File: src/sv/c2dzp_fifo.sv
// Small register queue used between the front, the back and the result port.
// Depends on nothing; DEPTH must be a power of two.
module c2dzp_fifo #(
    parameter int W     = 8,
    parameter int DEPTH = 4
) (
    input  logic                       clk,
    input  logic                       rst_n,
    input  logic                       push,
    input  logic [W-1:0]               wdata,
    output logic                       full,
    input  logic                       pop,
    output logic [W-1:0]               rdata,
    output logic                       empty,
    output logic [$clog2(DEPTH+1)-1:0] count
);

    localparam int AW  = $clog2(DEPTH);
    localparam int CNW = $clog2(DEPTH+1);

    logic [W-1:0]   store_reg [DEPTH];
    logic [AW-1:0]  wr_ptr_reg;
    logic [AW-1:0]  wr_ptr_next;
    logic [AW-1:0]  rd_ptr_reg;
    logic [AW-1:0]  rd_ptr_next;
    logic [CNW-1:0] cnt_reg;
    logic [CNW-1:0] cnt_next;
    logic           push_ok;
    logic           pop_ok;

    assign full    = (cnt_reg == CNW'(DEPTH));
    assign empty   = (cnt_reg == '0);
    assign count   = cnt_reg;
    assign rdata   = store_reg[rd_ptr_reg];
    assign push_ok = push && !full;
    assign pop_ok  = pop && !empty;

    always_comb
    begin
        wr_ptr_next = push_ok ? wr_ptr_reg + 1'b1 : wr_ptr_reg;
        rd_ptr_next = pop_ok ? rd_ptr_reg + 1'b1 : rd_ptr_reg;
        cnt_next    = cnt_reg;
        if (push_ok && !pop_ok)
        begin
            cnt_next = cnt_reg + 1'b1;
        end
        else if (pop_ok && !push_ok)
        begin
            cnt_next = cnt_reg - 1'b1;
        end
    end

    always_ff @(posedge clk or negedge rst_n)
    begin
        if (!rst_n)
        begin
            wr_ptr_reg <= '0;
            rd_ptr_reg <= '0;
            cnt_reg    <= '0;
        end
        else
        begin
            wr_ptr_reg <= wr_ptr_next;
            rd_ptr_reg <= rd_ptr_next;
            cnt_reg    <= cnt_next;
        end
    end

    always_ff @(posedge clk)
    begin
        if (push_ok)
        begin
            store_reg[wr_ptr_reg] <= wdata;
        end
    end

endmodule

File: config.mk
export PLATFORM = sky130hd
export DESIGN_NAME = c2dzp_fifo
export DESIGN_NICKNAME = d
export VERILOG_FILES = /design/src/sv/c2dzp_fifo.sv
export SDC_FILE = /design/constraint.sdc
export NUM_CORES = 1
export LEC_CHECK = 0
export BUFFER_PORTS_ARGS = -buffer_cell sky130_fd_sc_hd__buf_2
export CAP_MARGIN = 10
export CORE_MARGIN = 2
export CORE_UTILIZATION = 55
export DETAILED_ROUTE_END_ITERATION = 16
export HOLD_SLACK_MARGIN = 0.06
export PLACE_DENSITY = 0.85
export SLEW_MARGIN = 20
export SYNTH_ARGS = -nofsm -noshare
export SYNTH_HDL_FRONTEND = slang
export SYNTH_SLANG_ARGS = --single-unit
File: constraint.sdc
create_clock -name clk -period 3.55 [get_ports clk]
set_input_delay 0.8875 -clock clk [delete_from_list [all_inputs] [get_ports clk]]
set_output_delay 0.8875 -clock clk [all_outputs]
set_load 0.05 [all_outputs]
* Yosys cells after proc, flatten, opt, wreduce, memory -nomap -nowiden
Memories as Yosys holds them, arrays and structs flattened.
Index checks and enable logic that the tools add are counted.
** Cells by class
- Add/sub/neg operators :: 4
- Equal/unequal tests :: 1
- Mux-type cells :: 4
- Reductions and logical operators :: 10
** Operator list (count)
- $mux 3 :: 2
- $add 2x1->2 const B :: 2
- $logic_and 1x1->1 :: 4
- $logic_not 1->1 :: 4
- $add 3x1->3 const B :: 1
- $eq 3x3->1 const B :: 1
- $logic_not 3->1 :: 1
- $sub 3x1->3 const B :: 1
- $mux 1 :: 2
- $reduce_bool 2->1 :: 1
** Word-level totals
- Bits in registers :: 7
- Memory bits (writable) :: 32
- Output and inout port bits :: 13
- Word-level logic and storage cells :: 23
- Memories :: 1
** Memory list
- store_reg :: words 4, width 8, read ports 1, clocked after Yosys merged registers in 0, wr ports 1, line 21 : logic [W-1:0] store_reg [DEPTH];

* Depth between registers and ports, before layout
- Word-level depth :: 7
- Depth in mapped cells :: 9
- Depth with buffers taken out :: 8

* Worst setup path after synthesis
No wires, ideal clock.
- Kind :: register to register
- Start point :: register cnt_reg[0] (netlist: count[0])
- End point :: register cnt_reg[2] (netlist: count[2])
- Arrival :: 3.098 ns
- Data required time :: 3.468 ns
- Path slack :: 0.371 ns
- Cell stages (with the launch flop) :: 9
- Buffers on the path :: 0
- Clock period less this slack :: 3.179 ns
- Path through :: dfrtp_1 > nor3_1 > nand2b_1 > ha_1 > inv_1 > fa_1 > xor2_1 > nor2_1 > xor2_1
** Between the ends
- Cells in the longest elaborated chain, start to end :: 6
** RTL lines
- start: declaration :: line 26 : logic [CNW-1:0] cnt_reg;
- start signal: assignment :: line 65 : cnt_reg <= cnt_next;
- $logic_not 3->1 (*) :: line 32 : assign empty = (cnt_reg == '0);
- net empty :: line 14 : output logic empty,
- $logic_not 1->1 (*) :: line 36 : assign pop_ok = pop && !empty;
- $logic_and 1x1->1 (*) :: line 36
- $logic_not 1->1 :: line 43 : if (push_ok && !pop_ok)
- $logic_and 1x1->1 :: line 43
- $mux 3 or $reduce_bool 2->1 (tied branches)
The timed path passes the listed nets; every way through them passes the cells marked *. The select of a mux whose other input is x is not followed.
A chain may end at the register's enable or synchronous reset.

* Worst setup path in the final report
- Start point :: register rd_ptr_reg[0]
- End point :: output rdata[6]
** Between the ends
- Cells in the longest elaborated chain, start to end :: 1
** RTL lines
- start: declaration :: line 24 : logic [AW-1:0] rd_ptr_reg;
- start signal: assignment :: line 64 : rd_ptr_reg <= rd_ptr_next;
- $mem_v2 4x8
- end: declaration :: line 13 : output logic [W-1:0] rdata,
Every way passes these cells.

==> results summary <==
The run finished with clean final reports. The total congestion overflow is 0. The number of cells upsized or downsized after cts is 0.

The global-route wire length before repair is 4.06 mm. Dividing the detail-routed via count by the number of cells gives 5.51. The H-tree depth is 2. After clock tree synthesis, the clock-pin slew on the worst setup and hold paths is 0.11 ns. Tracing the worst setup path back leads to its startpoint at rd_ptr_reg[0]$_DFFE_PN0P_. The clock latency reported for the late side of the worst-skew pair is 0.34 ns. The distinct cell type count after synthesis is 20. The clock net sink count came out at 39. For the worst setup path, the data arrival time is 1.87 ns. Setup repair after global routing left no endpoint under its margin. The die is 57.8 µm tall. The final setup skew came out at 0.00708 ns. The flip-flop count of the largest register, all copies and words added came out at 32. From synthesis to final layout, the design area changed by 12.5%. The count of filler cells inserted in the layout came out at 203. At the pin with the least slew margin, the transition time is 0.575 ns.

The via count of the first global-routing pass is 839. The post-synthesis register bit count is 39. The first-pass iteration count of the detailed router is 4. Based on the critical path, the design can be clocked at up to 363 MHz.

In the final timing run, aggregate negative setup slack is 0 ns. TritonCTS built the clock tree. The number of placed I/O pins came out at 25. The number of antenna diodes in the final layout is 0. The worst hold path belongs to the class input port to asynchronous set/reset pin. The delay of the slowest critical-path stage came out at 0.72 ns. In the synthesized netlist, the number of instances is 77. The total number of vias is 755. The kind of critical path is flip-flop to output pin. The total count of hold-check failures in the final report is 0. At the placement stage, the worst setup path has a slack of 1.10 ns.

The routability congestion estimate from global placement is 0.658. The setup slack after layout came out at 0.797 ns. The count of standard-cell rows is 19. The synthesized area per cell came out at 20.6 µm².

Once layout is complete, the utilization of the core stands at 64.8%. The maximum number of buffers from clock root to sink came out at 2. The total standard cell area after synthesis came out at 1590 µm². In this run, the number of DRC markers left after iteration 0 of detailed routing was 28. The total number of yosys warnings is 0.

In this run the tool buffered the top-level ports with 24 buffer cells. The number of routed nets with antenna violations is 0. Traced cell by cell, the critical path runs through mux4_2, buf_2. The count of unresolved DRC violations after routing came out at 0. The final max-slew violation count is 0. Sequential cells were found to cover 71.5% of the synthesized design area. The x dimension of the die is 57.8 µm. The net count of the mapped netlist is 95. The final net count is 123. The number of buffers added by the clock tree synthesis step came out at 5. The largest net degree at the start of global routing came out at 13. Of the cells placed in the final design, the portion with a size suffix greater than 1 is 44.3%. The type of element launching the critical path is a flip-flop. The final setup violation count is 0. The total die area came out at 3340 µm². In this run the tightest slew margin relative to its limit is 61.7%. The total of hold buffers inserted after clock tree synthesis is 0. The number of cells traversed by the worst register-to-register path came out at 8. The initial core utilization came out at 57.6%. The total track usage came out at 17.5%.

The number of antenna violations at the first check in global routing came to 0. The maximum fanout count along the critical path is 10. For the worst setup path, the data required time is 2.66 ns. Once detailed placement completed, the half-perimeter wirelength came to 1.75 mm. The startpoint of the worst-slack reg-to-reg timing path is count[0]$_DFFE_PN0P_.

The final wirelength is 2.47 mm. The final period demand of the worst path is 2.75 ns. Hold timing on the final database bottoms out at a slack of 0.366 ns.

Max-cap violations in this run came to 0. The library cell contributing the largest single delay on the critical path is sky130_fd_sc_hd__dfrtp_1. The placeable core region came out at 2760 µm². The share of the clock period used by the worst path after layout came out at 77.5%. The routed wire length per instance came out at 18.0 µm. The type of element capturing the critical path is an output pin. The root buffer cell chosen for the clock tree is sky130_fd_sc_hd__clkbuf_4. After clock tree synthesis, the setup repair step added 0 buffers.
==> stage by stage <==
stage / cells / instance area (µm²)
after global routing: 137 / 1790
final: 137 / 1790
after global placement: 129 / 1730
after detailed placement: 129 / 1730
after CTS: 137 / 1790
after floorplan: 77 / 1590
==> layout make-up <==
type	count	area, µm²	share of cell area (%)
tap	31	38.8	2.17
clock inverter	1	5.00	0.280
sequential	39	1140	63.5
timing repair buffer	24	120	6.72
clock buffer	7	55.1	3.08
inverter	3	11.3	0.630
multi-input combinational	32	422	23.6
==> kinds of logic (layout without fill, tap and decap cells) <==
kind of cell / count (synthesis) / after routing / share of synthesized area, %
XOR/XNOR: 6 / 6 / 3.31
adder cells (fa/ha/maj): 6 / 6 / 5.20
buffers and inverters: 6 / 35 / 1.97
flip-flops: 39 / 39 / 71.5
multiplexers: 10 / 10 / 13.0
AND/OR/NAND/NOR: 10 / 10 / 5.04
==> synthesized netlist by cell type <==
master	instances	area share, %
sky130_fd_sc_hd__nor3b_4	1	1.2
sky130_fd_sc_hd__nor2_1	1	0.24
sky130_fd_sc_hd__xnor2_1	4	2.2
sky130_fd_sc_hd__mux4_2	8	11
sky130_fd_sc_hd__nor3_1	1	0.31
sky130_fd_sc_hd__edfxtp_1	32	60
sky130_fd_sc_hd__buf_6	1	0.71
sky130_fd_sc_hd__nor2b_2	1	0.55
sky130_fd_sc_hd__xor2_1	2	1.1
sky130_fd_sc_hd__mux2_4	1	0.94
sky130_fd_sc_hd__fa_1	1	1.3
sky130_fd_sc_hd__and2_2	4	1.9
sky130_fd_sc_hd__clkbuf_1	1	0.24
sky130_fd_sc_hd__buf_2	1	0.31
sky130_fd_sc_hd__inv_1	3	0.71
sky130_fd_sc_hd__nand3b_1	1	0.47
sky130_fd_sc_hd__mux2_2	1	0.71
sky130_fd_sc_hd__dfrtp_1	7	11
sky130_fd_sc_hd__nand2b_1	1	0.39
sky130_fd_sc_hd__ha_1	5	3.9
==> routing by layer <==
metal | part of all wire, % | global-route usage, % | up-vias
met5 | 0 | 0 | -
met3 | 3.8 | 6.92 | 4
met2 | 53 | 29.5 | 18
met4 | 1.6 | 5.98 | 0
met1 | 41 | 20.4 | 385
li1 | - | - | 348
==> path summary, 6_finish.rpt <==
| kind | to | slack [ns] |
|---|---|---|
| max in group asynchronous | wr_ptr_reg[0]$_DFFE_PN0P_ | 3.02 |
| max reg2reg | count[2]$_DFFE_PN0P_ | 1.42 |
| max | rdata[6] | 0.80 |
| min reg2reg | count[2]$_DFFE_PN0P_ | 0.52 |
| min | count[0]$_DFFE_PN0P_ | 0.37 |
| min in group clk | count[2]$_DFFE_PN0P_ | 0.52 |
==> placed cells by master, fill, tap and decap left out, types with 2 or more instances in the layout <==
master,instances
sky130_fd_sc_hd__mux4_2,8
sky130_fd_sc_hd__clkbuf_4,5
sky130_fd_sc_hd__ha_1,5
sky130_fd_sc_hd__dfrtp_1,7
sky130_fd_sc_hd__buf_2,24
sky130_fd_sc_hd__inv_1,3
sky130_fd_sc_hd__xor2_1,2
sky130_fd_sc_hd__edfxtp_1,32
sky130_fd_sc_hd__xnor2_1,4
sky130_fd_sc_hd__and2_2,4
==> worst max-delay path: cells and delay by family, from the launching register on <==
kind	cells	cell delay [ns]
buffers and inverters	1	0.23
DFF	1	0.72
muxes	1	0.58
Power is left out: the tool's default activity adds up to more than one toggle a clock period on the data nets, which glitch-free logic cannot reach.
