File: config.mk
export PLATFORM = sky130hd
export DESIGN_NAME = c2dzp_front
export DESIGN_NICKNAME = d
export VERILOG_FILES = /design/src/sv/c2dzp_pkg.sv /design/src/sv/c2dzp_front.sv
export SDC_FILE = /design/constraint.sdc
export NUM_CORES = 1
export LEC_CHECK = 0
export ABC_AREA = 0
export ABC_CLOCK_PERIOD_IN_PS = 11020
export BUFFER_PORTS_ARGS = -buffer_cell sky130_fd_sc_hd__buf_2
export CAP_MARGIN = 20
export CORE_ASPECT_RATIO = 1.25
export CORE_UTILIZATION = 49
export CTS_CLUSTER_SIZE = 8
export DETAILED_ROUTE_END_ITERATION = 8
export GPL_TIMING_DRIVEN = 0
export PLACE_DENSITY = 0.66
export SYNTH_ARGS = -nofsm -noshare
export SYNTH_HDL_FRONTEND = slang
export SYNTH_SLANG_ARGS = --single-unit
File: constraint.sdc
create_clock -name clk -period 11.02 [get_ports clk]
set_input_delay 1.102 -clock clk [delete_from_list [all_inputs] [get_ports clk]]
set_output_delay 1.102 -clock clk [all_outputs]
set_load 0.02 [all_outputs]
File: src/sv/c2dzp_pkg.sv
// Package for the zero-padded 2D convolution stream: shared types and constants.
// Used by front, back, top level and testbench; depends on nothing.
package c2dzp_pkg;

    localparam int PIX_W      = 8;
    localparam int COEF_W     = 16;
    localparam int KROW_W     = 48;
    localparam int WIN        = 3;
    localparam int ROW_W      = 13;
    localparam int OUT_ROW_W  = 12;
    localparam int HEIGHT_MAX = 4096;
    localparam int COL_W      = 12;
    localparam int PROD_W     = 25;
    localparam int RSUM_W     = 27;
    localparam int OUT_W      = 28;
    localparam int CFG_IDX_W  = 3;
    localparam int WQ_DEPTH   = 4;
    localparam int OQ_DEPTH   = 8;
    localparam int OQ_CNT_W   = 4;

    typedef enum logic [CFG_IDX_W-1:0] {
        REG_IMAGE_WIDTH   = 3'd0,
        REG_IMAGE_HEIGHT  = 3'd1,
        REG_KERNEL_WIDTH  = 3'd2,
        REG_KERNEL_HEIGHT = 3'd3,
        REG_KROW_TOP      = 3'd4,
        REG_KROW_MID      = 3'd5,
        REG_KROW_BOT      = 3'd6
    } reg_idx_t;

    typedef struct packed {
        logic [10:0] image_width;
        logic [12:0] image_height;
        logic [1:0]  kernel_width;
        logic [1:0]  kernel_height;
    } geom_t;

    typedef struct packed {
        logic [PIX_W-1:0]   px;
        logic [COL_W-1:0]   col;
        logic [WIN*WIN-1:0] mask;
        logic               emit;
        logic               last;
    } work_t;

    typedef struct packed {
        logic signed [OUT_W-1:0] value;
        logic                    frame_end;
    } result_t;

endpackage

File: src/sv/c2dzp_front.sv
// Front of the convolution stream: accepts items, tracks frame positions and
// turns unskipped items into work records for the back. Depends on c2dzp_pkg.
module c2dzp_front #(
    parameter int MAX_WIDTH  = 1024,
    parameter int KERNEL_MAX = 3
) (
    input  logic                    clk,
    input  logic                    rst_n,
    input  logic                    push,
    input  logic                    full,
    input  logic                    action,
    input  logic [7:0]              pixel,
    input  c2dzp_pkg::geom_t        geom,
    input  logic                    restart,
    output logic                    work_push,
    output c2dzp_pkg::work_t        work
);

    localparam int WW = $clog2(MAX_WIDTH+1);
    localparam int CW = $clog2(MAX_WIDTH);
    localparam int LW = WW + 1;

    logic [WW-1:0]                       w;
    logic [c2dzp_pkg::ROW_W-1:0]         h;
    logic [1:0]                          kw;
    logic [1:0]                          kh;
    logic                                cx;
    logic                                cy;
    logic [LW-1:0]                       lag;
    logic                                accept;
    logic                                drain;
    logic                                skip;
    logic                                emit;
    logic                                last;
    logic                                col_wrap;
    logic                                out_wrap;
    logic [c2dzp_pkg::WIN-1:0]           row_ok;
    logic [c2dzp_pkg::WIN-1:0]           col_ok;
    logic [c2dzp_pkg::WIN*c2dzp_pkg::WIN-1:0] mask;

    logic [c2dzp_pkg::ROW_W-1:0]     in_row_reg;
    logic [c2dzp_pkg::ROW_W-1:0]     in_row_next;
    logic [CW-1:0]                   in_col_reg;
    logic [CW-1:0]                   in_col_next;
    logic [c2dzp_pkg::OUT_ROW_W-1:0] out_row_reg;
    logic [c2dzp_pkg::OUT_ROW_W-1:0] out_row_next;
    logic [CW-1:0]                   out_col_reg;
    logic [CW-1:0]                   out_col_next;
    logic [LW-1:0]                   pos_cnt_reg;
    logic [LW-1:0]                   pos_cnt_next;

    always_comb
    begin
        if (geom.image_width == '0)
        begin
            w = WW'(1);
        end
        else if (32'(geom.image_width) > MAX_WIDTH)
        begin
            w = WW'(MAX_WIDTH);
        end
        else
        begin
            w = WW'(geom.image_width);
        end

        if (geom.image_height == '0)
        begin
            h = c2dzp_pkg::ROW_W'(1);
        end
        else if (32'(geom.image_height) > c2dzp_pkg::HEIGHT_MAX)
        begin
            h = c2dzp_pkg::ROW_W'(c2dzp_pkg::HEIGHT_MAX);
        end
        else
        begin
            h = geom.image_height;
        end

        if (geom.kernel_width == '0)
        begin
            kw = 2'd1;
        end
        else if (32'(geom.kernel_width) > KERNEL_MAX)
        begin
            kw = 2'(KERNEL_MAX);
        end
        else
        begin
            kw = geom.kernel_width;
        end

        if (geom.kernel_height == '0)
        begin
            kh = 2'd1;
        end
        else if (32'(geom.kernel_height) > KERNEL_MAX)
        begin
            kh = 2'(KERNEL_MAX);
        end
        else
        begin
            kh = geom.kernel_height;
        end

        cx  = kw[1];
        cy  = kh[1];
        lag = cy ? (LW'(w) + LW'(cx)) : LW'(cx);
    end

    always_comb
    begin
        for (int m = 0; m < c2dzp_pkg::WIN; m++)
        begin
            row_ok[m] = (32'(m) < 32'(kh))
                     && (32'(out_row_reg) + 32'(cy) >= 32'(m))
                     && (32'(out_row_reg) + 32'(cy) - 32'(m) < 32'(h));
            col_ok[m] = (32'(m) < 32'(kw))
                     && (32'(out_col_reg) + 32'(cx) >= 32'(m))
                     && (32'(out_col_reg) + 32'(cx) - 32'(m) < 32'(w));
        end
        for (int m = 0; m < c2dzp_pkg::WIN; m++)
        begin
            for (int n = 0; n < c2dzp_pkg::WIN; n++)
            begin
                mask[m*c2dzp_pkg::WIN + n] = row_ok[m] && col_ok[n];
            end
        end
    end

    assign accept    = push && !full;
    assign drain     = (in_row_reg >= h);
    assign skip      = !drain && action;
    assign emit      = (pos_cnt_reg == lag);
    assign last      = (32'(out_row_reg) + 32'd1 == 32'(h))
                    && (32'(out_col_reg) + 32'd1 == 32'(w));
    assign col_wrap  = (32'(in_col_reg) + 32'd1 >= 32'(w));
    assign out_wrap  = (32'(out_col_reg) + 32'd1 >= 32'(w));
    assign work_push = accept && !skip;

    always_comb
    begin
        work.px   = drain ? '0 : pixel;
        work.col  = c2dzp_pkg::COL_W'(in_col_reg);
        work.mask = mask;
        work.emit = emit;
        work.last = emit && last;
    end

    always_comb
    begin
        in_row_next  = in_row_reg;
        in_col_next  = in_col_reg;
        out_row_next = out_row_reg;
        out_col_next = out_col_reg;
        pos_cnt_next = pos_cnt_reg;
        if (restart || (work_push && emit && last))
        begin
            in_row_next  = '0;
            in_col_next  = '0;
            out_row_next = '0;
            out_col_next = '0;
            pos_cnt_next = '0;
        end
        else if (work_push)
        begin
            if (col_wrap)
            begin
                in_col_next = '0;
                in_row_next = in_row_reg + 1'b1;
            end
            else
            begin
                in_col_next = in_col_reg + 1'b1;
            end
            if (emit)
            begin
                if (out_wrap)
                begin
                    out_col_next = '0;
                    out_row_next = out_row_reg + 1'b1;
                end
                else
                begin
                    out_col_next = out_col_reg + 1'b1;
                end
            end
            else
            begin
                pos_cnt_next = pos_cnt_reg + 1'b1;
            end
        end
    end

    always_ff @(posedge clk or negedge rst_n)
    begin
        if (!rst_n)
        begin
            in_row_reg  <= '0;
            in_col_reg  <= '0;
            out_row_reg <= '0;
            out_col_reg <= '0;
            pos_cnt_reg <= '0;
        end
        else
        begin
            in_row_reg  <= in_row_next;
            in_col_reg  <= in_col_next;
            out_row_reg <= out_row_next;
            out_col_reg <= out_col_next;
            pos_cnt_reg <= pos_cnt_next;
        end
    end

    a_lag_bound: assert property (@(posedge clk) disable iff (!rst_n)
        pos_cnt_reg <= lag)
        else $error("Position counter ran past the output lag.");

    a_out_row_bound: assert property (@(posedge clk) disable iff (!rst_n)
        32'(out_row_reg) < 32'(h))
        else $error("Output row left the frame.");

endmodule

Word level (Yosys, flattened, before mapping)
Index checks and enable logic that the tools add are counted.
W data, S select, Z words.
Storage, ports and cells
  register bits: 57
  output and inout bits: 32
Operators by class
  add/subtract/negate cells: 15
  $lt $le $gt $ge: 23
  eq/ne operators: 4
  multiplexer cells: 25
  reduce and logical (&&, ||, !) cells: 44
Operators by type and width (number)
  $ge A32 B1 Y1 const B: 4
  $lt A32 B11 Y1: 3
  $lt A32 B13 Y1: 3
  $mux W12: 8
  $mux W10: 7
  $mux W13: 5
  $ge A32 B2 Y1 const B: 2
  $sub A32 B1 Y32 const B: 2
  $eq A32 B11 Y1: 1
  $logic_and A1 B1 Y1: 28
  $add A12 B1 Y12 const B: 2
  $add A10 B1 Y11 const B: 2
  $ge A11 B11 Y1: 2
  $mux W11: 2
  $add A10 B1 Y10 const B: 2
  $sub A13 B2 Y14 const B: 1
  $add A12 B1 Y13: 1
  $add A12 B1 Y13 const B: 1
  $add A13 B1 Y13 const B: 1
  $eq A13 B13 Y1: 1
  $ge A13 B13 Y1: 1
  $gt A13 B13 Y1 const B: 1
  $logic_not A13 Y1: 1
  $add A11 B1 Y12: 1
  other kinds (16): 29

Longest topological paths before layout
Gate-level depths: netlist of run 1.
  word-level depth: 13
  gate-level depth with buffers: 18
  gate-level depth less buffers: 16

Worst setup path before layout of run 1
Ideal clock, no wire load.
  path type: input-to-output
  from: in geom[1] (netlist bit)
  to: out work[10] (netlist bit)
  arrival: 4.758 ns
  required time: 9.918 ns
  path slack: 5.160 ns
  cell stages on the path: 16
  buffers on the path: 2
  path through: clkbuf_1 > clkbuf_1 > ha_1 > nand3_1 > or3_1 > xor2_1 > o21ai_0 > nor3_1 > xnor2_1 > ha_1 > a21oi_1 > nor2b_1 > a2111oi_0 > a31oi_1 > a2111o_1 > nor2_1
RTL lines
  start, declared: RTL line c2dzp_front.sv:13  | input c2dzp_pkg::geom_t geom,
  end, declared: RTL line c2dzp_front.sv:16  | output c2dzp_pkg::work_t work

==> flow_metrics.tcl, run 1 <==
set metrics [dict create \
    status "complete, no violations" \
    crit_chain "buf_2, clkbuf_1, clkbuf_1, ha_1, nand3_1, or3_1, xor2_1, o21ai_0, nor3_1, xnor2_1, ha_1, a21oi_1, nor2b_1, a2111oi_0, a31oi_1, a2111o_1, nor2_1, buf_2" \
    endpoint_kind "primary output" \
    die_x_um 118 \
    fin_cells 1323 \
    avgSynthCellArea_um2 8.05 \
    yosysWarnings 0 \
    layout.cells.most_common "ha_1" \
    clockRootBuffer "clkbuf_16" \
    cts_tree "built" \
    clock_skew_ns 0.0130 \
    hold_viol_final 0 \
    whs_ns 0.463 \
    nNetsFinal 1264 \
    h-tree-depth 3 \
    fin_setup_tns_ns 0 \
    synthArstFlopShare 1.00 \
    start_kind "primary input" \
    drt_pass1_iterations 5 \
    synth_area_um2 8230 \
    grt_pass1_wl_um 39100 \
    cts_resized 0 \
    max_cap_viol_count 0 \
    antenna_found_initial 0 \
    cp.required_ns 9.92 \
    yosysSeqAreaShare 0.173 \
    pin_count 74 \
    synth.distinct_cells 84 \
    fin_crit_sh 0.635 \
    place_hpwl_um 19300 \
    grt-ovfl-total 0 \
    ctsHoldBuffers 0 \
    power_leakage_nw 4.13 \
    rsz0062_at_grt "false" \
    cts_setup_buffers 0 \
    synth_ff_type "dfrtp_1" \
    place_congestion 0.939 \
    dieArea_um2 17300 \
    vias_per_cell 6.04 \
    timing.reg2reg.setup_slack_ns 6.34 \
    track_usage 0.280 \
    num_rows 52 \
    relSlewSlack 0.480 \
    period_minus_slack_ns 7.00 \
    synth_edf_count 0 \
    largest_reg_flops 13 \
    hold_class "reg -> reg" \
    final_cell_mix "ha_1 (120), xnor2_1 (90), buf_2 (82), nor2_1 (80), nand2_1 (78)" \
    drc_errors 0 \
    drv_slew 0 \
    crit_family "compound AO/OA/AOI/OAI gates" \
    max_stage_delay_ns 0.59 \
    path_clk_slew_ns 0.05 \
    drive_above_1_share 0.117 \
    setup_viol 0 \
    grt_pass1_vias 7754 \
    grt_max_degree 30 \
    slowest_stage "xor2_1" \
    wl_per_cell_um 18.0 \
    placed_cells_incl_taps 1307 \
    crit_arrival_ns 5.90 \
    syn2layout_area_growth_pct 11.0 \
    start_util 0.504 \
    synthCells 1023 \
    drt_iter0_markers 491 \
    ant_nets 0 \
    antenna_cells 0 \
    power-per-cell-area_nw_per_um2 69.0 \
    core_area_um2 16300 \
    vias 7995 \
    cts_sinks 57 \
    numCtsBuffers 9 \
    worst_slew_pin_slew_ns 0.769 \
    worstSetupPathType "in -> out" \
    ir_drop_mv 0.0626 \
    port_buffers 66 \
    cp_max_fo 10 \
    max-clock-path-buffers 2 \
    cp_num_buf_inv 4 \
    routed_wl_um 23900 \
    clkLatencyLatePin_ns 0.34 \
    die_h_um 147 \
    max_freq_mhz 143 \
    ys_ff_latch 57 \
]
[layer usage]
| metal | up-vias | GRT usage | part of all wire |
|---|---|---|---|
| li1 | 3922 | - | - |
| met1 | 3820 | 0.334 | 0.43 |
| met2 | 218 | 0.507 | 0.51 |
| met3 | 35 | 0.0361 | 0.040 |
| met4 | 0 | 0.104 | 0.024 |
| met5 | - | 0 | 0 |
[per-stage QoR]
stage          setup WS, ns  area (µm²)   util  power (mW)
6_report               4.02        9140  0.560       0.631
4_1_cts                4.07        9140  0.560       0.635
5_1_grt                3.76        9140  0.560       0.661
2_1_floorplan          5.16        8240      -       0.313
3_5_place_dp           4.08        8860  0.542       0.362
3_3_place_gp           4.15        8840  0.541       0.359
[path summary, 6_finish.rpt]
check,from,to,depth (start not counted)
setup / recovery,geom[1],work[9],18
hold / removal,out_col_reg[8],out_col_reg[8],2
setup reg to reg,out_col_reg[2],in_row_reg[10],15
hold reg to reg,out_col_reg[8],out_col_reg[8],2
max in group asynchronous,rst_n,out_row_reg[6],2
min in group asynchronous,rst_n,in_row_reg[4],1
[cell families after synthesis]
logic type                 after synthesis  share of synthesized area
AOI/OAI and AO/OA                      216                      0.197
other                                    1                   0.000455
DFF                                     57                      0.173
buffers and inverters                  111                     0.0571
muxes                                    7                    0.00851
adders and majority gates              120                      0.182
and+or+nand+nor                        394                      0.253
xor gates and xnor gates               117                      0.128
[cells in the mapped netlist (all sizes together) (6+ instances only)]
master    n  area share
nor3     23       0.015
clkbuf   25       0.011
a21oi    35       0.022
nand2    78       0.036
inv      58       0.026
o31ai     6      0.0055
xnor2    90       0.096
a211oi   13       0.012
and4     10       0.011
o41ai     8       0.016
nor2b    15       0.011
a21o     13       0.012
ha      120        0.18
nand3    57       0.035
nor2     80       0.036
o21ai    34       0.021
and2     15       0.011
or3       7      0.0053
or4       8      0.0078
a32o      8      0.0097
o211ai   19       0.017
a41oi     7      0.0074
nand2b   24       0.018
xor2     25       0.027
nor4     20       0.017
and3     14       0.011
dfrtp    57        0.17
a31oi     8      0.0068
a21boi    6      0.0055
nand4    29       0.024
buf      27       0.019
mux2i     7      0.0085
o21a     12       0.011
[cell type report]
class	count	area, µm²
clock inverter	7	60.1
multi-input combinational	856	6340
buffer	52	249
timing repair buffer	67	350
sequential	57	1430
tap	216	270
clock buffer	9	225
fill	1565	7190
inverter	59	221
[worst register-to-register path: stages (launching register included)]
cell       delay (ns)
dfrtp_1          0.32
clkbuf_1         0.32
and4_1           0.33
and2_1           0.25
nand3_1          0.12
xnor2_1          0.18
ha_1             0.32
nand4_1          0.15
or3_1            0.39
or4_1            0.44
a2111oi_2        0.26
nand4_1          0.43
o41ai_2          0.49
buf_4            0.30
buf_4            0.22
nor2_1           0.06
[power breakdown]
| part | total [mW] | internal [mW] | switching (mW) | leakage, nW |
|---|---|---|---|---|
| sequential | 0.211 | 0.210 | 0.000837 | 0.796 |
| clock | 0.272 | 0.156 | 0.116 | 0.137 |
| combinational | 0.148 | 0.0558 | 0.0922 | 3.20 |
(Power assumes the default switching activity.)
==> inputs of run 2 (changes only) <==
Settings changed: ABC_CLOCK_PERIOD_IN_PS 11020 to 6220, PLACE_DENSITY 0.66 to 0.68.
Clock period 11.02 ns to 6.22 ns, I/O delays scaled along.
==> flow_metrics.tcl, run 2 (synthesis results as in run 1) <==
set metrics [dict create \
    place_congestion 0.908 \
    syn2layout_area_growth_pct 11.7 \
    r2r_cells 15 \
    grt_pass1_wl_um 38700 \
    fin_setup_tns_ns 0 \
    vias 7876 \
    wl_per_cell_um 17.7 \
    drc_errors 0 \
    setup_viol 0 \
    timing.reg2reg.setup_slack_ns 1.59 \
    grt_max_degree 38 \
    core_area_um2 16300 \
    max_cap_viol_count 0 \
    rsz0062_at_grt "false" \
    max-clock-path-buffers 2 \
    top_layer_used "met4" \
    power_leakage_nw 4.16 \
    period_minus_slack_ns 5.78 \
    worst_slew_pin_slew_ns 0.950 \
    drt_pass1_iterations 5 \
    cts_sinks 57 \
    cts_tree "built" \
    routed_wl_um 23400 \
    cp_max_fo 10 \
    antenna_cells 0 \
    start_kind "primary input" \
    start_util 0.504 \
    drive_above_1_share 0.117 \
    dieArea_um2 17300 \
    startpoint "geom[1]" \
    worst_r2r_endpoint "in_row_reg[12]" \
    grt-ovfl-total 0 \
    r2r_start "out_col_reg[2]" \
    place_hpwl_um 19200 \
    nNetsFinal 1264 \
    routed-wl-met3_um 870 \
    largest_reg_flops 13 \
    worstSetupPathType "in -> out" \
    endpoint_kind "primary output" \
    vias_per_cell 5.95 \
    crit_arrival_ns 5.15 \
    num_rows 52 \
    power-per-cell-area_nw_per_um2 130 \
    clock_skew_ns 0.00830 \
    ant_nets 0 \
    cts_setup_buffers 0 \
    layout.cells.most_common "ha_1" \
    h-tree-depth 3 \
    fin_crit_sh 0.929 \
    antenna_found_initial 0 \
    die_x_um 118 \
    final_cell_mix "ha_1 (120), xnor2_1 (90), buf_2 (82), nor2_1 (80), nand2_1 (78)" \
    numCtsBuffers 9 \
    placed_area_um2 8860 \
    clkLatencyLatePin_ns 0.34 \
    hold_viol_final 0 \
    cp.required_ns 5.60 \
    relSlewSlack 0.356 \
    port_buffers 66 \
    wl_met2_um 11600 \
    track_usage 0.277 \
    grt_pass1_vias 7642 \
    stdcell_area_um2 9200 \
    wl_met1_um 10200 \
    clockRootBuffer "clkbuf_16" \
    ir_drop_mv 0.124 \
    drv_slew 0 \
    status "complete, no violations" \
    hold_class "in -> async" \
    die_h_um 147 \
    path_clk_slew_ns 0.06 \
    drt_iter0_markers 506 \
    max_freq_mhz 173 \
    pin_count 74 \
]
[run 2: final cells by class]
| type | instances | area, µm² |
|---|---|---|
| fillers | 1589 | 7130 |
| multi-input cells | 856 | 6350 |
| flip-flops and latches | 57 | 1430 |
| repair buffers | 67 | 350 |
| well taps | 216 | 270 |
| plain buffers | 52 | 249 |
| clock buffers | 10 | 239 |
| inverters | 59 | 221 |
| clock inverters | 6 | 95.1 |
[run 2: worst max-delay path by stage]
stage and endpoint:
2_1_floorplan work[10], 3_3_place_gp work[10], 3_5_place_dp work[8], 4_1_cts work[8]
5_1_grt work[9], 6_report work[10]
[run 2: through the flow]
step | util | total power [mW] | std cells | hold slack [ns] | setup slack, ns
2_1_floorplan | - | 0.554 | 1024 | 0.326 | 1.32
3_3_place_gp | 0.541 | 0.634 | 1306 | 0.454 | 0.337
3_5_place_dp | 0.542 | 0.639 | 1307 | 0.485 | 0.324
4_1_cts | 0.563 | 1.20 | 1323 | 0.282 | 0.302
5_1_grt | 0.563 | 1.25 | 1323 | 0.299 | 0.0747
6_report | 0.563 | 1.20 | 1323 | 0.262 | 0.443
[run 2: where the power goes]
group	internal [mW]	switching, mW	total (mW)	leakage [nW]
clock network	0.367	0.195	0.562	0.164
registers	0.372	0.00142	0.373	0.796
logic	0.0989	0.162	0.261	3.20
[run 2: layer usage]
layer	vias up	GRT usage
met5	-	0
met1	3683	0.342
met3	50	0.0252
met2	233	0.492
li1	3910	-
met4	0	0.117
[run 2: critical path, stage by stage]
cell       delay [ns]
buf_2            0.11
clkbuf_1         0.41
clkbuf_1         0.18
ha_1             0.21
nand3_1          0.16
or3_1            0.44
xor2_2           0.39
o21ai_0          0.26
nor3_1           0.36
xnor2_1          0.14
ha_1             0.31
a21oi_1          0.15
nor2b_1          0.06
a2111oi_0        0.44
a31oi_1          0.16
a2111o_1         0.47
nor2_1           0.11
buf_2            0.17
[run 2: repair_timing]
| item | CTS | global route |
|---|---|---|
| gates resized for setup | 0 | 1 |
| hold buffers | 0 | 0 |
| setup endpoints to repair | 0 | 3 |
| hold endpoints to repair | 0 | 0 |
==> inputs of run 3 (changes only) <==
Settings changed: CORE_ASPECT_RATIO 1.25 to 0.7, SETUP_SLACK_MARGIN set to 0.1.
==> flow_metrics.tcl, run 3 (synthesis results as in run 1) <==
set metrics [dict create \
    dieArea_um2 17300 \
    cp_max_fo 10 \
    largest_reg_flops 13 \
    start_util 0.504 \
    fill_cells 1555 \
    clockPowerShare 0.444 \
    drv_slew 0 \
    start_kind "primary input" \
    grt_pass1_wl_um 38600 \
    drt_pass1_iterations 5 \
    stdcell_area_um2 9170 \
    clockRootBuffer "clkbuf_16" \
    max_freq_mhz 180 \
    layout.cells.most_common "ha_1" \
    numCtsBuffers 9 \
    grt-ovfl-total 0 \
    final_cell_mix "ha_1 (120), xnor2_1 (90), buf_2 (82), nor2_1 (80), nand2_1 (78)" \
    num_rows 39 \
    worstSetupPathType "in -> out" \
    max-clock-path-buffers 2 \
    pwr-share-seq 0.325 \
    grt_pass1_vias 7206 \
    switching_share 0.303 \
    period_minus_slack_ns 5.55 \
    power-per-cell-area_nw_per_um2 125 \
    track_usage 0.283 \
    crit_chain "buf_2, buf_2, clkbuf_1, inv_1, a41oi_1, inv_1, ha_1, nor2b_1, o211a_1, a2111oi_0, o21ai_0, o21ai_0, buf_2, inv_1, clkbuf_1, buf_1, buf_2" \
    h-tree-depth 3 \
    cp_num_buf_inv 10 \
    max_cap_viol_count 0 \
    place_congestion 0.941 \
    pin_count 74 \
    ctsHoldBuffers 0 \
    cp.depth 17 \
    setup_viol 0 \
    hold_class "in -> async" \
    drc_errors 0 \
    antenna_found_initial 0 \
    core_area_um2 16300 \
    ir_drop_mv 0.110 \
    wl_per_cell_um 18.0 \
    port_buffers 66 \
    final-seq-area_um2 1430 \
    drt_iter0_markers 624 \
    p_comb_frac 0.231 \
    endpoint_kind "primary output" \
    nNetsFinal 1263 \
    die_x_um 157 \
    hold_viol_final 0 \
    place_hpwl_um 19400 \
    path_clk_slew_ns 0.05 \
    relSlewSlack 0.412 \
    syn2layout_area_growth_pct 11.4 \
    die_h_um 110 \
    cts_setup_buffers 0 \
    clkLatencyLatePin_ns 0.33 \
    drive_above_1_share 0.115 \
    grt_max_degree 39 \
    cts_sinks 57 \
    status "complete, no violations" \
    r2r_cells 15 \
    fin_crit_sh 0.892 \
    placed_area_um2 8870 \
    routed_wl_um 23900 \
    power_leakage_nw 4.14 \
    cts_resized 0 \
    cts_tree "built" \
    path_common_cell "buf_2" \
    switchingPower_mw 0.349 \
    max_stage_delay_ns 0.56 \
    rsz0062_at_grt "false" \
    clock_skew_ns 0.00524 \
    crit_arrival_ns 4.92 \
    p_int_mw 0.802 \
    multiInputGateArea_um2 6350 \
    cp.required_ns 5.60 \
    vias_per_cell 6.06 \
    antenna_cells 0 \
    worst_slew_pin_slew_ns 0.877 \
    crit_family "buffers and inverters" \
    slowest_stage "buf_1" \
    ant_nets 0 \
    fin_setup_tns_ns 0 \
    vias 8059 \
]
## run 3: routing by layer
metal / up-vias / GRT usage / routed length, µm
li1: 3905 / - / -
met1: 3822 / 0.443 / 12100
met2: 307 / 0.392 / 9550
met3: 25 / 0.0585 / 1930
met4: 0 / 0.0556 / 330
met5: - / 0 / 0
## run 3: per-stage QoR
stage | total power, mW | utilization | setup WS (ns) | hold WS (ns) | std cells
after detailed placement | 0.641 | 0.543 | 0.402 | 0.462 | 1316
after floorplan | 0.554 | - | 1.32 | 0.326 | 1024
after CTS | 1.15 | 0.561 | 0.380 | 0.278 | 1331
after global placement | 0.636 | 0.541 | 0.445 | 0.456 | 1315
after global routing | 1.20 | 0.561 | 0.398 | 0.295 | 1330
final | 1.15 | 0.561 | 0.674 | 0.268 | 1330
## run 3: final timing paths
| check | start | to | slack, ns |
|---|---|---|---|
| setup / recovery | geom[16] | work_push | 0.67 |
| hold / removal | rst_n | out_col_reg[9] | 0.27 |
| setup reg to reg | out_col_reg[2] | out_row_reg[5] | 1.48 |
| hold reg to reg | out_col_reg[8] | out_col_reg[8] | 0.47 |
| max in group asynchronous | rst_n | in_col_reg[5] | 5.36 |
| min in group clk | out_col_reg[8] | out_col_reg[8] | 0.47 |
## run 3: cell type report
class | instances | area share
multi-input combinational | 856 | 0.692
buffer | 51 | 0.0267
clock buffer | 13 | 0.0284
inverter | 59 | 0.0242
tap | 225 | 0.0307
sequential | 57 | 0.156
timing repair buffer | 67 | 0.0382
clock inverter | 2 | 0.00409
## run 3: power by group through the flow
stage               clock network, mW  logic, mW  registers [mW]
floorplan                           0      0.174           0.380
global placement                    0      0.256           0.380
detailed placement                  0      0.261           0.380
CTS                             0.515      0.264           0.373
global route                    0.530      0.295           0.373
finish                          0.511      0.266           0.374
